**config.mk**
```make
export PLATFORM = sky130hd
export DESIGN_NAME = rmf_ctrl
export DESIGN_NICKNAME = d
export VERILOG_FILES = /design/src/rtl/core/rmf_pkg.sv /design/src/rtl/core/rmf_ctrl.sv
export SDC_FILE = /design/constraint.sdc
export NUM_CORES = 1
export LEC_CHECK = 0
export ABC_AREA = 1
export BUFFER_PORTS_ARGS = -buffer_cell sky130_fd_sc_hd__buf_2
export CAP_MARGIN = 20
export CORE_MARGIN = 4
export CORE_UTILIZATION = 25
export CTS_CLUSTER_SIZE = 25
export DETAILED_ROUTE_END_ITERATION = 6
export SETUP_SLACK_MARGIN = 0.05
export SYNTH_ARGS = -nofsm -noshare
export SYNTH_HDL_FRONTEND = slang
export SYNTH_SLANG_ARGS = --single-unit
export TNS_END_PERCENT = 1
```
**constraint.sdc**
```tcl
create_clock -name i_clk -period 2.26 [get_ports i_clk]
set_input_delay 0.226 -clock i_clk [delete_from_list [all_inputs] [get_ports i_clk]]
set_output_delay 0.226 -clock i_clk [all_outputs]
set_load 0.01 [all_outputs]
```
**src/rtl/core/rmf_pkg.sv**
```systemverilog
package rmf_pkg;

    // Fixed field widths
    localparam int CFG_W = 10;
    localparam int DIV_W = 10;

    // Fragment store geometry
    localparam int FRAGMENT_SLOTS = 16;
    localparam int FRAGMENT_BYTES = 512;

    // One input item
    typedef struct packed {
        logic [2:0]  action;
        logic [15:0] session_id;
        logic [15:0] total_duration;
        logic [15:0] passed_duration;
        logic [7:0]  section_type;
        logic [9:0]  record_bytes;
        logic [15:0] record_total;
        logic [7:0]  data_byte;
        logic [4:0]  read_fragment;
        logic [8:0]  read_offset;
    } t_item;

    // One result item
    typedef struct packed {
        logic [2:0] status;
        logic [7:0] read_data;
        logic [9:0] read_length;
        logic [4:0] fragment_total;
    } t_result;

    // Actions
    localparam logic [2:0] ACT_CLEAR    = 3'd0;
    localparam logic [2:0] ACT_START    = 3'd1;
    localparam logic [2:0] ACT_SECTION  = 3'd2;
    localparam logic [2:0] ACT_RECORD   = 3'd3;
    localparam logic [2:0] ACT_FINALIZE = 3'd4;
    localparam logic [2:0] ACT_READ     = 3'd5;

    // Status codes
    localparam logic [2:0] ST_OK         = 3'd0;
    localparam logic [2:0] ST_CAPACITY   = 3'd1;
    localparam logic [2:0] ST_NO_SLOT    = 3'd2;
    localparam logic [2:0] ST_SESSION    = 3'd3;
    localparam logic [2:0] ST_NO_SECTION = 3'd4;
    localparam logic [2:0] ST_BAD_SIZE   = 3'd5;

    // Record type bytes of the session preamble
    localparam logic [7:0] REC_COUNT    = 8'h06;
    localparam logic [7:0] REC_DURATION = 8'h01;
    localparam logic [7:0] REC_PASSED   = 8'h02;

    // Datapath operations
    localparam logic [3:0] OP_NONE       = 4'd0;
    localparam logic [3:0] OP_CLEAR      = 4'd1;
    localparam logic [3:0] OP_SWEEP      = 4'd2;
    localparam logic [3:0] OP_BEGIN_FRAG = 4'd3;
    localparam logic [3:0] OP_PUT        = 4'd4;
    localparam logic [3:0] OP_OPEN       = 4'd5;
    localparam logic [3:0] OP_REC        = 4'd6;
    localparam logic [3:0] OP_DIV        = 4'd7;
    localparam logic [3:0] OP_SET_CHUNK  = 4'd8;
    localparam logic [3:0] OP_FINAL      = 4'd9;
    localparam logic [3:0] OP_READ       = 4'd10;

    // Byte sources for OP_PUT
    localparam logic [3:0] PB_NEXT_HI = 4'd0;
    localparam logic [3:0] PB_NEXT_LO = 4'd1;
    localparam logic [3:0] PB_SES_HI  = 4'd2;
    localparam logic [3:0] PB_SES_LO  = 4'd3;
    localparam logic [3:0] PB_COUNT   = 4'd4;
    localparam logic [3:0] PB_ZERO    = 4'd5;
    localparam logic [3:0] PB_DUR_REC = 4'd6;
    localparam logic [3:0] PB_DUR_HI  = 4'd7;
    localparam logic [3:0] PB_DUR_LO  = 4'd8;
    localparam logic [3:0] PB_PAS_REC = 4'd9;
    localparam logic [3:0] PB_PAS_HI  = 4'd10;
    localparam logic [3:0] PB_PAS_LO  = 4'd11;
    localparam logic [3:0] PB_TYPE    = 4'd12;
    localparam logic [3:0] PB_N_HI    = 4'd13;
    localparam logic [3:0] PB_N_LO    = 4'd14;

    // Controller to datapath
    typedef struct packed {
        logic [3:0] op;
        logic [3:0] pb;
        logic       use_item_ses;
        logic       close;
        logic       load_out;
        logic [2:0] status;
    } t_cmd;

    // Datapath to controller
    typedef struct packed {
        logic [2:0] action;
        logic       cap_lt4;
        logic       next_full;
        logic       item_size_zero;
        logic       item_cap_short;
        logic       item_total_zero;
        logic       chunk_cap_fail;
        logic       started;
        logic       ses_mismatch;
        logic       room_short;
        logic       chunk_open;
        logic       rec_last;
        logic       chunk_more;
        logic       sect_more;
        logic       div_busy;
        logic       sweep_last;
        logic       out_full;
    } t_dp_stat;

endpackage

```
**src/rtl/core/rmf_ctrl.sv**
```systemverilog
module rmf_ctrl (
    input  logic              i_clk,
    input  logic              i_rst_n,
    input  logic              i_accept,
    input  rmf_pkg::t_dp_stat i_stat,
    output rmf_pkg::t_cmd     o_cmd,
    output logic              o_in_ready
);
    import rmf_pkg::*;

    localparam logic [3:0] S_SWEEP0 = 4'd0;
    localparam logic [3:0] S_IDLE   = 4'd1;
    localparam logic [3:0] S_DISP   = 4'd2;
    localparam logic [3:0] S_SWEEP  = 4'd3;
    localparam logic [3:0] S_PUTS   = 4'd4;
    localparam logic [3:0] S_BC     = 4'd5;
    localparam logic [3:0] S_BF     = 4'd6;
    localparam logic [3:0] S_DIVGO  = 4'd7;
    localparam logic [3:0] S_DIVW   = 4'd8;
    localparam logic [3:0] S_CHDR   = 4'd9;
    localparam logic [3:0] S_RD     = 4'd10;
    localparam logic [3:0] S_DONE   = 4'd11;

    logic [3:0] r_state, n_state;
    logic [3:0] r_step, n_step;
    logic [2:0] r_status, n_status;

    // Byte order of the session preamble
    function automatic logic [3:0] start_byte(input logic [3:0] step);
        logic [3:0] pb;
        case (step)
            4'd0:    pb = PB_NEXT_HI;
            4'd1:    pb = PB_NEXT_LO;
            4'd2:    pb = PB_SES_HI;
            4'd3:    pb = PB_SES_LO;
            4'd4:    pb = PB_COUNT;
            4'd5:    pb = PB_ZERO;
            4'd6:    pb = PB_DUR_REC;
            4'd7:    pb = PB_DUR_HI;
            4'd8:    pb = PB_DUR_LO;
            4'd9:    pb = PB_PAS_REC;
            4'd10:   pb = PB_PAS_HI;
            default: pb = PB_PAS_LO;
        endcase
        return pb;
    endfunction

    // Next state and commands
    always_comb begin
        n_state  = r_state;
        n_step   = r_step;
        n_status = r_status;
        o_cmd        = '0;
        o_cmd.op     = OP_NONE;
        o_cmd.status = r_status;
        case (r_state)
            S_SWEEP0: begin
                o_cmd.op = OP_SWEEP;
                if (i_stat.sweep_last) begin
                    n_state = S_IDLE;
                end
            end
            S_IDLE: begin
                if (i_accept) begin
                    n_state = S_DISP;
                end
            end
            S_DISP: begin
                n_status = ST_OK;
                n_state  = S_DONE;
                case (i_stat.action)
                    ACT_CLEAR: begin
                        o_cmd.op = OP_CLEAR;
                        n_state  = S_SWEEP;
                    end
                    ACT_START: begin
                        o_cmd.close = 1'b1;
                        if (i_stat.cap_lt4) begin
                            n_status = ST_CAPACITY;
                        end else if (i_stat.next_full) begin
                            n_status = ST_NO_SLOT;
                        end else begin
                            o_cmd.op           = OP_BEGIN_FRAG;
                            o_cmd.use_item_ses = 1'b1;
                            n_step             = '0;
                            n_state            = S_PUTS;
                        end
                    end
                    ACT_SECTION: begin
                        o_cmd.close = 1'b1;
                        if (i_stat.item_size_zero) begin
                            n_status = ST_BAD_SIZE;
                        end else if (i_stat.item_cap_short) begin
                            n_status = ST_CAPACITY;
                        end else if (!i_stat.item_total_zero) begin
                            // the open resets the section counters itself
                            o_cmd.op    = OP_OPEN;
                            o_cmd.close = 1'b0;
                            n_state     = S_BC;
                        end
                    end
                    ACT_RECORD: begin
                        if (!i_stat.chunk_open) begin
                            n_status = ST_NO_SECTION;
                        end else begin
                            o_cmd.op = OP_REC;
                            if (i_stat.rec_last && !i_stat.chunk_more && i_stat.sect_more) begin
                                n_state = S_BC;
                            end
                        end
                    end
                    ACT_FINALIZE: begin
                        o_cmd.op = OP_FINAL;
                    end
                    ACT_READ: begin
                        o_cmd.op = OP_READ;
                        n_state  = S_RD;
                    end
                    default: begin
                        n_state = S_DONE;
                    end
                endcase
            end
            S_SWEEP: begin
                o_cmd.op = OP_SWEEP;
                if (i_stat.sweep_last) begin
                    n_state = S_DONE;
                end
            end
            S_PUTS: begin
                o_cmd.op = OP_PUT;
                o_cmd.pb = start_byte(r_step);
                n_step   = r_step + 1'b1;
                if (r_step == 4'd11) begin
                    n_state = S_DONE;
                end
            end
            // Checks that precede every chunk
            S_BC: begin
                n_state = S_DONE;
                if (i_stat.chunk_cap_fail) begin
                    n_status    = ST_CAPACITY;
                    o_cmd.close = 1'b1;
                end else if (!i_stat.started || i_stat.ses_mismatch) begin
                    n_status    = ST_SESSION;
                    o_cmd.close = 1'b1;
                end else if (i_stat.room_short) begin
                    if (i_stat.next_full) begin
                        n_status    = ST_NO_SLOT;
                        o_cmd.close = 1'b1;
                    end else begin
                        o_cmd.op = OP_BEGIN_FRAG;
                        n_step   = '0;
                        n_state  = S_BF;
                    end
                end else begin
                    n_state = S_DIVGO;
                end
            end
            S_BF: begin
                o_cmd.op = OP_PUT;
                o_cmd.pb = start_byte(r_step);
                n_step   = r_step + 1'b1;
                if (r_step == 4'd3) begin
                    n_state = S_DIVGO;
                end
            end
            S_DIVGO: begin
                o_cmd.op = OP_DIV;
                n_state  = S_DIVW;
            end
            S_DIVW: begin
                if (!i_stat.div_busy) begin
                    o_cmd.op = OP_SET_CHUNK;
                    n_step   = '0;
                    n_state  = S_CHDR;
                end
            end
            // Chunk header: type, count high, count low
            S_CHDR: begin
                o_cmd.op = OP_PUT;
                case (r_step)
                    4'd0:    o_cmd.pb = PB_TYPE;
                    4'd1:    o_cmd.pb = PB_N_HI;
                    default: o_cmd.pb = PB_N_LO;
                endcase
                n_step = r_step + 1'b1;
                if (r_step == 4'd2) begin
                    n_state = S_DONE;
                end
            end
            S_RD: begin
                n_state = S_DONE;
            end
            S_DONE: begin
                if (!i_stat.out_full) begin
                    o_cmd.load_out = 1'b1;
                    n_state        = S_IDLE;
                end
            end
            default: begin
                n_state = S_IDLE;
            end
        endcase
    end

    always_ff @(posedge i_clk) begin
        if (!i_rst_n) begin
            r_state  <= S_SWEEP0;
            r_step   <= '0;
            r_status <= ST_OK;
        end else begin
            r_state  <= n_state;
            r_step   <= n_step;
            r_status <= n_status;
        end
    end

    assign o_in_ready = (r_state == S_IDLE);

endmodule

```
After elaboration in Yosys (flattened, before gate mapping)
Memory sizes are Yosys's and may differ from the RTL's. A register that Yosys moved wholly into a read port is not among the register bits.
Index checks and enable logic that the tools add are counted.
Widths: inputs -> output; s select.
- multiplexer cells: 73
- add/sub/neg operators: 1
- eq/ne operators: 35
- reductions and logical operators: 15
- operators by type and width (operator ; number):
    $mux 4 ; 31
    $pmux 4 s12 ; 1
    $pmux 4 s6 ; 2
    $mux 3 ; 10
    $ne 2x2->1 const B ; 12
    $eq 4x4->1 const B ; 5
    $pmux 4 s5 ; 1
    $eq 4x2->1 const B ; 4
    $eq 4x3->1 const B ; 4
    $pmux 4 s4 ; 1
    $mux 1 ; 14
    $mux 2 ; 7
    $pmux 4 s3 ; 1
    $pmux 3 s3 ; 1
    $eq 4x1->1 const B ; 2
    $logic_not 4->1 ; 2
    $ne 4x4->1 const B ; 2
    $reduce_and 8->1 ; 1
    $reduce_and 7->1 ; 1
    $eq 3x2->1 const B ; 2
    $eq 3x3->1 const B ; 2
    $pmux 3 s2 ; 1
    $add 4x1->4 const B ; 1
    $pmux 1 s2 ; 2
    other kinds (12) ; 14
- register bits after elaboration: 11
- word-level logic and storage cells: 129
- bits in read-only memories: 128
- output and inout port bits: 15
- input port bits: 22
- memories: 2
- memory list (memory ; depth ; width ; rd ports ; clocked after Yosys merged registers in ; wr ports ; line ; text):
    (no name shown) ; 16 ; 4 ; 1 ; 1 ; 0 ; rmf_ctrl.sv:31 ; case (step)
    (no name shown) ; 16 ; 4 ; 1 ; 1 ; 0 ; rmf_ctrl.sv:31 ;

Depth between registers and ports, before layout
Gate-level depths: netlist of run 1.
- word-level depth: 7
- depth in mapped cells: 11
- mapped depth without buffers: 11

Least setup slack after synthesis of run 1
No wires, ideal clock.
- kind: reg-to-reg
- start: register r_step[1]
- end: register r_state[0]
- period minus slack after synthesis: 1442 ps
- data required time: 2144 ps
- buffers on the path: 0
- cell stages (with the launch flop): 12
- setup time: 116 ps
- setup slack: 818 ps
- arrival: 1327 ps
- path through: dfxtp_1 -> ha_1 -> inv_1 -> nor2_1 -> nand2_1 -> nand2_1 -> nand2_1 -> nor2_1 -> nor2b_2 -> nand2_1 -> nor2_1 -> nor2_1
- word-level cells in the longest chain between the ends: 3
- elaborated cells on any way between the ends: 7
- classes of those cells: eq/ne: 6; reduce/logical: 1
- ends and longest elaborated chain (what ; line ; text):
    start: declaration ; rmf_ctrl.sv:25 ; logic [3:0] r_step, n_step;
    start signal: assignment ; rmf_ctrl.sv:214 ; r_step <= n_step;
    $eq 4x2->1 (tied with other cells) ; rmf_ctrl.sv:188 ; if (r_step == 4'd2) begin
    $ne 2x2->1 (no line) ; - ;
    $reduce_and 8->1 (no line) (*) ; - ;
    end signal: assignment ; rmf_ctrl.sv:213 ; r_state <= n_state;
    end: declaration ; rmf_ctrl.sv:24 ; logic [3:0] r_state, n_state;
Every way passes the cells marked *; elsewhere a longest branch is shown, timed or not.
A chain may end at the register's enable or synchronous reset.

==> impl_metrics.json, run 1 <==
{
  "run_status": "finished, final reports clean",
  "max_clock_freq_mhz": 538,
  "period_share": 0.823,
  "first_global_vias": 1455,
  "initial_core_util": 0.259,
  "placed_cells_incl_taps": 341,
  "groute.usage.overall": 0.125,
  "min_from": "i_rst_n",
  "netlist-cell-type-count": 29,
  "final_non_filler_cell_total": 345,
  "post-route-worst-setup-slack_ns": 0.400,
  "criticalPathCategory": "reg -> out",
  "drt_iter0_drc": 108,
  "route.antenna.remaining_nets": 0,
  "inserted_clock_buffers": 3,
  "gr-total-overflow": 0,
  "yosys_most_used_dff": "sky130_fd_sc_hd__dfxtp_1",
  "rows": 26,
  "hold_endpoint": "r_status[1]",
  "nNetsFinal": 302,
  "cts.clk_slew.worst_paths_ns": 0.06,
  "hold_buffers": 0,
  "ys.warnings.count": 0,
  "synth-edff-count": 0,
  "htree_num_levels": 1,
  "layout.core_utilization": 0.320,
  "layout.cells.most_common_list": "74 x sky130_fd_sc_hd__nand2_1, 36 x sky130_fd_sc_hd__buf_2, 32 x sky130_fd_sc_hd__nor2_1, 29 x sky130_fd_sc_hd__inv_1, 18 x sky130_fd_sc_hd__a21oi_1",
  "worst-slew-pin-transition_ns": 0.336,
  "cts_root_buffer": "sky130_fd_sc_hd__clkbuf_8",
  "period_minus_slack_ns": 1.86,
  "route.detailed.wl_per_inst_um": 11.5,
  "most_common_library_cell_in_the_layout_ignoring_fill_and_taps": "sky130_fd_sc_hd__nand2_1",
  "clock_insertion_delay_worst_skew_ns": 0.25,
  "hold_path_depth": 3,
  "chipHeight_um": 80.9,
  "syn-num-nets": 261,
  "clock-sinks": 15,
  "numPortBuffers": 36,
  "timing.reg2reg.setup_slack_ns": 0.56,
  "timing.max_cap.violations": 0,
  "post_cts_resized": 0,
  "io-pin-count": 37,
  "cellLeakagePower_nw": 0.881,
  "critical_path.max_fanout": 9,
  "synthArstFlopShare": 0,
  "core_region_area_um2": 5140,
  "seq_area_frac_synth": 0.226,
  "hold_path_class": "in -> reg",
  "timing.final.hold_violations": 0,
  "synthesis_stage_register_bit_count": 15,
  "die_area_um2": 6550,
  "maxSlewHeadroom": 0.776,
  "fin_worst_skew_ns": 0.00364,
  "drt_wl_total_um": 3960,
  "die-width_um": 80.9,
  "rsz0062_at_grt": "false",
  "critical_path.startpoint_type": "flip-flop",
  "arrival_ns": 1.63,
  "cp.required_ns": 2.03,
  "setup_total_negative_slack_ns": 0,
  "post_synthesis_cell_count": 235,
  "placement.setup.worst_slack_ns": 0.562,
  "place_congestion": 0.992,
  "antenna_cells_inserted": 0,
  "ctsLongestPathBuffers": 2,
  "final-setup-viol-count": 0,
  "cts_tree": "done",
  "rr_worst_depth": 11,
  "place.detailed.hpwl_um": 3300,
  "drc_errors": 0,
  "post_cts.repair.setup_buffers": 0,
  "drt-vias-per-instance": 4.53,
  "synthesis.area_per_instance_um2": 5.66,
  "layout-area-overhead-vs-synth_pct": 23.6,
  "r2r-start": "r_step[1]",
  "drv_slew": 0,
  "critPathCaptureType": "output pin",
  "antenna_found_initial": 0,
  "critical_path.reg2reg.endpoint": "r_state[0]",
  "grt_start_max_net_pins": 10,
  "share_of_post_route_cells_with_drive_strength_above_1": 0.207,
  "vias": 1564,
  "grt_first_pass_wirelength_um": 6370,
  "worst_ir_drop_vdd_v": 0.000325,
  "drt_pass1_iterations": 4,
  "power.density_nw_per_um2": 872,
  "synth_area_um2": 1330,
  "hold-worst-slack_ns": 0.300
}
==> worst max path at each step <==
stage,startpoint,to,slack [ns],cells past startpoint
after floorplan,r_step[1],r_state[0],0.82,11
after global placement,r_step[1],r_state[0],0.54,11
after detailed placement,r_step[1],r_state[0],0.56,11
after CTS,r_state[3],o_cmd[4],0.41,7
after global routing,r_step[1],r_state[0],0.22,11
final,r_state[3],o_cmd[4],0.40,7
==> layout make-up <==
type                    instances  area [um2]
well taps                      70        87.6
multi-input cells             189         913
fillers                       622        3500
clock buffers                   3        41.3
clock inverters                 1        5.00
inverters                      31         116
repair buffers                 36         180
flip-flops and latches         15         300
==> logic make-up after synthesis <==
logic type	share of synthesized area
AO/OA/AOI/OAI	0.164
XOR/XNOR	0.00659
adder cells (fa/ha/maj)	0.0376
flip-flops	0.226
AND/OR/NAND/NOR	0.479
buffers and inverters	0.0875
==> synthesized netlist by cell type, types with 2 or more instances <==
| cell | count | area share |
|---|---|---|
| sky130_fd_sc_hd__o21a_1 | 2 | 0.011 |
| sky130_fd_sc_hd__o21ai_0 | 10 | 0.038 |
| sky130_fd_sc_hd__dfxtp_1 | 15 | 0.23 |
| sky130_fd_sc_hd__nor2_1 | 32 | 0.090 |
| sky130_fd_sc_hd__or2_2 | 2 | 0.0094 |
| sky130_fd_sc_hd__nor3_1 | 4 | 0.015 |
| sky130_fd_sc_hd__inv_2 | 2 | 0.0056 |
| sky130_fd_sc_hd__nand4_1 | 6 | 0.028 |
| sky130_fd_sc_hd__ha_1 | 4 | 0.038 |
| sky130_fd_sc_hd__nand3_1 | 14 | 0.053 |
| sky130_fd_sc_hd__a21oi_1 | 18 | 0.068 |
| sky130_fd_sc_hd__inv_1 | 29 | 0.082 |
| sky130_fd_sc_hd__nand2_2 | 5 | 0.024 |
| sky130_fd_sc_hd__nor2_2 | 4 | 0.019 |
| sky130_fd_sc_hd__nand2_1 | 74 | 0.21 |
==> where the power goes <==
| group | internal, mW | switching (mW) | total [mW] |
|---|---|---|---|
| registers | 0.333 | 0.0668 | 0.400 |
| clock network | 0.122 | 0.0994 | 0.222 |
| logic | 0.290 | 0.523 | 0.813 |
==> per-layer routing <==
metal  vias to the layer above  wire length (um)  global-route usage
met5                         -                 0                   0
met2                        46              1660               0.200
met1                       666              1940               0.165
met3                         7               276              0.0233
met4                         0                78              0.0507
li1                        845                 -                   -
==> stage by stage <==
step	cell area (um2)	power (mW)
finish	1640	1.43
global route	1640	1.59
CTS	1640	1.44
detailed placement	1600	1.22
global placement	1600	1.22
floorplan	1330	0.990
==> critical path, cell delays in order, from the launching register on <==
cell and delay, ns:
sky130_fd_sc_hd__dfxtp_1 0.38, sky130_fd_sc_hd__inv_2 0.08, sky130_fd_sc_hd__nand2_1 0.12, sky130_fd_sc_hd__inv_1 0.08, sky130_fd_sc_hd__nand2_2 0.16, sky130_fd_sc_hd__a21oi_1 0.10
sky130_fd_sc_hd__or2_2 0.32, sky130_fd_sc_hd__buf_2 0.14
Note: power is estimated with default switching activity, not from simulation.
==> run 2, diff against run 1 <==
--- a/config.mk
+++ b/config.mk
@@ -5,7 +5,7 @@
 export SDC_FILE = /design/constraint.sdc
 export NUM_CORES = 1
 export LEC_CHECK = 0
-export ABC_AREA = 1
+export ABC_AREA = 0
 export BUFFER_PORTS_ARGS = -buffer_cell sky130_fd_sc_hd__buf_2
 export CAP_MARGIN = 20
 export CORE_MARGIN = 4
==> constraint.sdc (replaced) <==
create_clock -name i_clk -period 1.95 [get_ports i_clk]
set_input_delay 0.195 -clock i_clk [delete_from_list [all_inputs] [get_ports i_clk]]
set_output_delay 0.195 -clock i_clk [all_outputs]
set_load 0.01 [all_outputs]
==> impl_metrics.json, run 2 <==
{
  "run_status": "finished, final reports clean",
  "core_region_area_um2": 5200,
  "share_of_post_route_cells_with_drive_strength_above_1": 0.346,
  "drt_iter0_drc": 100,
  "yosys_most_used_dff": "sky130_fd_sc_hd__dfxtp_1",
  "drc_errors": 0,
  "layout-area-overhead-vs-synth_pct": 31.5,
  "grt_start_max_net_pins": 16,
  "chipHeight_um": 82.1,
  "arrival_ns": 1.61,
  "fin_worst_skew_ns": 0.00509,
  "post_synthesis_cell_count": 181,
  "vias": 1474,
  "nNetsFinal": 255,
  "hold-worst-slack_ns": 0.245,
  "synth-edff-count": 0,
  "netlist-cell-type-count": 61,
  "synthesis_stage_register_bit_count": 15,
  "gr-total-overflow": 0,
  "clock_insertion_delay_worst_skew_ns": 0.26,
  "critical_path.startpoint_type": "flip-flop",
  "ys.warnings.count": 0,
  "worst-slew-pin-transition_ns": 0.548,
  "post-synth-top-area-fraction": 0.219,
  "layout.cells.most_common_list": "36 x sky130_fd_sc_hd__buf_2, 21 x sky130_fd_sc_hd__nor2_1, 17 x sky130_fd_sc_hd__nand2_1, 17 x sky130_fd_sc_hd__a21oi_1, 17 x sky130_fd_sc_hd__buf_4",
  "seq_area_frac_synth": 0.219,
  "layout.core_utilization": 0.346,
  "synthesis.area_per_instance_um2": 7.58,
  "period_minus_slack_ns": 1.80,
  "grt_first_pass_wirelength_um": 6450,
  "drv_slew": 0,
  "cts.clk_slew.worst_paths_ns": 0.06,
  "antenna_found_initial": 0,
  "cts_root_buffer": "sky130_fd_sc_hd__clkbuf_8",
  "synthArstFlopShare": 0,
  "route.antenna.remaining_nets": 0,
  "ctsLongestPathBuffers": 2,
  "post-route-worst-setup-slack_ns": 0.146,
  "die-width_um": 82.1,
  "antenna_cells_inserted": 0,
  "rsz0062_at_grt": "true",
  "yosysTopAreaCell": "sky130_fd_sc_hd__dfxtp_1",
  "drt-vias-per-instance": 4.95,
  "max_clock_freq_mhz": 554,
  "cts_tree": "done",
  "maxSlewHeadroom": 0.635,
  "inserted_clock_buffers": 3,
  "drt_wl_total_um": 4050,
  "htree_num_levels": 1,
  "numPortBuffers": 36,
  "die_area_um2": 6730,
  "io-pin-count": 37,
  "placement.setup.worst_slack_ns": 0.132,
  "final_non_filler_cell_total": 298,
  "place.detailed.hpwl_um": 3210,
  "rows": 26,
  "final_design_area_no_fill_um2": 1800,
  "place_area_um2": 1700,
  "initial_core_util": 0.263,
  "period_share": 0.925,
  "ys_top_cells_by_area": "sky130_fd_sc_hd__dfxtp_1 22%, sky130_fd_sc_hd__a21oi_1 6.2%, sky130_fd_sc_hd__nor2_1 6.0%",
  "syn-num-nets": 207,
  "setup_total_negative_slack_ns": 0,
  "clock-sinks": 15,
  "criticalPathCategory": "reg -> out",
  "power.density_nw_per_um2": 518,
  "hold_path_class": "in -> reg",
  "timing.final.hold_violations": 0,
  "critPathCaptureType": "output pin",
  "cp.required_ns": 1.75,
  "synth_most_common_cell": "sky130_fd_sc_hd__nor2_1",
  "groute.usage.overall": 0.120,
  "final-setup-viol-count": 0,
  "synth_area_um2": 1370,
  "route.detailed.wl_per_inst_um": 13.6,
  "drt_pass1_iterations": 4,
  "critical_path.max_fanout": 10,
  "fin_total_pwr_mw": 0.934,
  "cellLeakagePower_nw": 0.753,
  "timing.max_cap.violations": 0,
  "most_common_library_cell_in_the_layout_ignoring_fill_and_taps": "sky130_fd_sc_hd__buf_2",
  "placed_cells_incl_taps": 292,
  "place_congestion": 0.868,
  "worst_ir_drop_vdd_v": 0.000573,
  "synth.cells.most_frequent": "22 x sky130_fd_sc_hd__nor2_1, 17 x sky130_fd_sc_hd__a21oi_1, 17 x sky130_fd_sc_hd__nand2_1, 15 x sky130_fd_sc_hd__dfxtp_1, 11 x sky130_fd_sc_hd__o21ai_0",
  "first_global_vias": 1385,
  "hold_buffers": 0
}
==> run 2: cell families (layout without fill, tap and decap cells) <==
logic type | after synthesis | after routing | synth area share
simple gates | 78 | 78 | 0.318
compound gates | 61 | 61 | 0.329
buf+inv | 19 | 66 | 0.0675
flops | 15 | 15 | 0.219
fa+ha+maj | 4 | 4 | 0.0365
mux | 3 | 3 | 0.0228
xor+xnor | 1 | 1 | 0.00639
==> run 2: layout make-up <==
| cell class | instances | area (um2) |
|---|---|---|
| Inverter | 8 | 30.0 |
| Sequential cell | 15 | 305 |
| Clock buffer | 3 | 41.3 |
| Fill cell | 587 | 3400 |
| Clock inverter | 1 | 7.51 |
| Timing Repair Buffer | 54 | 319 |
| Tap cell | 70 | 87.6 |
| Multi-Input combinational cell | 147 | 1010 |
==> run 2: what timing repair did <==
action	in CTS	in global routing
setup buffers	0	2
pin swaps	0	2
setup endpoints to repair	4	8
resized for setup	3	7
==> run 2: path summary, 6_finish.rpt <==
path / start / to / slack [ns] / depth (start not counted)
hold / removal: i_rst_n / r_state[0] / 0.24 / 2
hold reg to reg: r_status[2] / r_status[2] / 0.46 / 2
setup / recovery: r_state[2] / o_cmd[11] / 0.15 / 6
setup reg to reg: r_state[2] / flip-flop / 0.19 / 8
==> run 2: worst max-delay path: stages, from the launching register on <==
cell	delay [ns]
sky130_fd_sc_hd__dfxtp_1	0.40
sky130_fd_sc_hd__buf_4	0.21
sky130_fd_sc_hd__nor3b_1	0.25
sky130_fd_sc_hd__o21ai_0	0.12
sky130_fd_sc_hd__o31a_1	0.11
sky130_fd_sc_hd__o21ai_0	0.13
sky130_fd_sc_hd__buf_2	0.15
==> run 2: per-layer routing <==
metal | part of all wire | vias up | global-route usage
met2 | 0.45 | 45 | 0.170
li1 | - | 763 | -
met3 | 0.071 | 2 | 0.0329
met5 | 0 | - | 0
met1 | 0.48 | 664 | 0.183
met4 | 0.0030 | 0 | 0.0166
==> run 2: where the power goes <==
part	leakage [nW]	switching, mW	internal [mW]
Clock	0.0217	0.122	0.144
Combinational	0.608	0.183	0.150
Sequential	0.122	0.0174	0.318
==> run 3, diff against run 2 <==
--- a/config.mk
+++ b/config.mk
@@ -5,7 +5,7 @@
 export SDC_FILE = /design/constraint.sdc
 export NUM_CORES = 1
 export LEC_CHECK = 0
-export ABC_AREA = 0
+export ABC_AREA = 1
 export BUFFER_PORTS_ARGS = -buffer_cell sky130_fd_sc_hd__buf_2
 export CAP_MARGIN = 20
 export CORE_MARGIN = 4
==> impl_metrics.json, run 3 (synthesized netlist as in run 1, its figures left out) <==
{
  "die-width_um": 80.9,
  "max_clock_freq_mhz": 567,
  "cts.clk_slew.worst_paths_ns": 0.06,
  "critPathCaptureType": "output pin",
  "place_congestion": 0.992,
  "timing.reg2reg.setup_slack_ns": 0.26,
  "critical_path_buf_inv_count": 3,
  "power.density_nw_per_um2": 1020,
  "hold-worst-slack_ns": 0.279,
  "fin_total_pwr_mw": 1.68,
  "place_area_um2": 1600,
  "inserted_clock_buffers": 3,
  "core_region_area_um2": 5140,
  "first_global_vias": 1515,
  "final_design_area_no_fill_um2": 1660,
  "run_status": "finished, final reports clean",
  "clock-sinks": 15,
  "timing.final.hold_violations": 0,
  "power.internal_mw": 0.875,
  "hold_buffers": 0,
  "groute.usage.overall": 0.131,
  "drc_errors": 0,
  "post-route-worst-setup-slack_ns": 0.186,
  "die_area_um2": 6550,
  "drt_wl_total_um": 4030,
  "layout.cells.most_common_list": "74 x sky130_fd_sc_hd__nand2_1, 36 x sky130_fd_sc_hd__buf_2, 32 x sky130_fd_sc_hd__nor2_1, 29 x sky130_fd_sc_hd__inv_1, 18 x sky130_fd_sc_hd__a21oi_1",
  "timing.max_cap.violations": 0,
  "layout.core_utilization": 0.322,
  "timing.critical_path.slowest_stage_cell": "sky130_fd_sc_hd__dfxtp_1",
  "grt_start_max_net_pins": 10,
  "cts_tree": "done",
  "gr-total-overflow": 0,
  "layout.filler_cells": 633,
  "clock_insertion_delay_worst_skew_ns": 0.25,
  "placed_cells_incl_taps": 341,
  "seqCellArea_um2": 302,
  "share_of_post_route_cells_with_drive_strength_above_1": 0.211,
  "cp.required_ns": 1.75,
  "critPathMaxStageDelay_ns": 0.37,
  "route.detailed.wl_per_inst_um": 11.7,
  "antenna_cells_inserted": 0,
  "fin_worst_skew_ns": 0.00115,
  "final_non_filler_cell_total": 345,
  "drt_pass1_iterations": 4,
  "seqPwrFrac": 0.276,
  "clock_power_share": 0.149,
  "drt-vias-per-instance": 4.61,
  "placement.setup.worst_slack_ns": 0.199,
  "htree_num_levels": 1,
  "hold_path_class": "in -> reg",
  "most_common_library_cell_in_the_layout_ignoring_fill_and_taps": "sky130_fd_sc_hd__nand2_1",
  "post_cts_resized": 0,
  "worst_ir_drop_vdd_v": 0.000346,
  "period_share": 0.905,
  "maxSlewHeadroom": 0.799,
  "largest_delay_share_family_worst_path": "simple AND/OR/NAND/NOR gates",
  "p_sw_frac": 0.480,
  "drv_slew": 0,
  "numPortBuffers": 36,
  "rsz0062_at_grt": "true",
  "route.antenna.remaining_nets": 0,
  "grt_first_pass_wirelength_um": 6690,
  "vias": 1589,
  "cells_traversed_along_the_worst_timing_path": "inv_2 -> nand2_1 -> inv_1 -> nand2_4 -> a21oi_1 -> or2_2 -> buf_2",
  "initial_core_util": 0.259,
  "ctsLongestPathBuffers": 2,
  "cts_root_buffer": "sky130_fd_sc_hd__clkbuf_8",
  "share_comb_of_total_power": 0.575,
  "criticalPathCategory": "reg -> out",
  "p_sw_mw": 0.809,
  "post_cts.repair.setup_buffers": 0,
  "cellLeakagePower_nw": 0.901,
  "worst-slew-pin-transition_ns": 0.302,
  "arrival_ns": 1.57,
  "layout-area-overhead-vs-synth_pct": 24.5,
  "period_minus_slack_ns": 1.76,
  "place.detailed.hpwl_um": 3340,
  "multi_input_comb_area_um2": 923,
  "rows": 26,
  "chipHeight_um": 80.9,
  "nNetsFinal": 302,
  "setup_total_negative_slack_ns": 0,
  "critical_path.startpoint_type": "flip-flop",
  "antenna_found_initial": 0,
  "drt_iter0_drc": 107,
  "io-pin-count": 37,
  "final-setup-viol-count": 0,
  "critical_path.max_fanout": 9
}
-- run 3: cell types whose count changed in the layout (fill, tap and decap cells not counted), moves of 3 or more --
cell	previous run	this run
sky130_fd_sc_hd__buf_4	17	0
sky130_fd_sc_hd__nand2_1	17	74
sky130_fd_sc_hd__nand3b_1	4	0
sky130_fd_sc_hd__nand3_1	4	14
sky130_fd_sc_hd__nand2_2	0	4
sky130_fd_sc_hd__nor3b_1	3	0
sky130_fd_sc_hd__inv_1	7	29
sky130_fd_sc_hd__nand4_1	1	6
sky130_fd_sc_hd__nor2_1	21	32
sky130_fd_sc_hd__nor2b_1	6	0
sky130_fd_sc_hd__nor2_2	0	4
-- run 3: tightest hold or removal path, cell delays in order --
cell and delay, ns:
sky130_fd_sc_hd__buf_2 0.16, sky130_fd_sc_hd__o21ai_0 0.09, sky130_fd_sc_hd__nor2_1 0.04
-- run 3: path summary, 6_finish.rpt --
path / startpoint / end / depth (start not counted)
worst max register to register: r_state[1] / flip-flop / 9
worst min register to register: r_status[2] / r_status[2] / 2
worst max-delay path: r_state[3] / o_cmd[4] / 7
worst min-delay path: i_rst_n / r_state[0] / 3
-- run 3: cell type report --
class | count | area share
inverters | 31 | 0.0703
clock buffers | 3 | 0.0249
multi-input cells | 189 | 0.558
clock inverters | 1 | 0.00302
flip-flops and latches | 15 | 0.182
repair buffers | 36 | 0.109
well taps | 70 | 0.0529
-- run 3: power by group through the flow --
stage | Clock (mW) | Combinational [mW] | Sequential (mW)
global route | 0.279 | 1.12 | 0.479
finish | 0.251 | 0.969 | 0.464
detailed placement | 0 | 0.947 | 0.468
global placement | 0 | 0.952 | 0.466
CTS | 0.262 | 0.953 | 0.462
floorplan | 0 | 0.691 | 0.457
-- run 3: per-layer routing --
| metal | GRT usage | vias up | part of all wire |
|---|---|---|---|
| met2 | 0.210 | 52 | 0.44 |
| met5 | 0 | - | 0 |
| met1 | 0.173 | 689 | 0.47 |
| met4 | 0.0557 | 0 | 0.019 |
| met3 | 0.0211 | 7 | 0.079 |
| li1 | - | 841 | - |
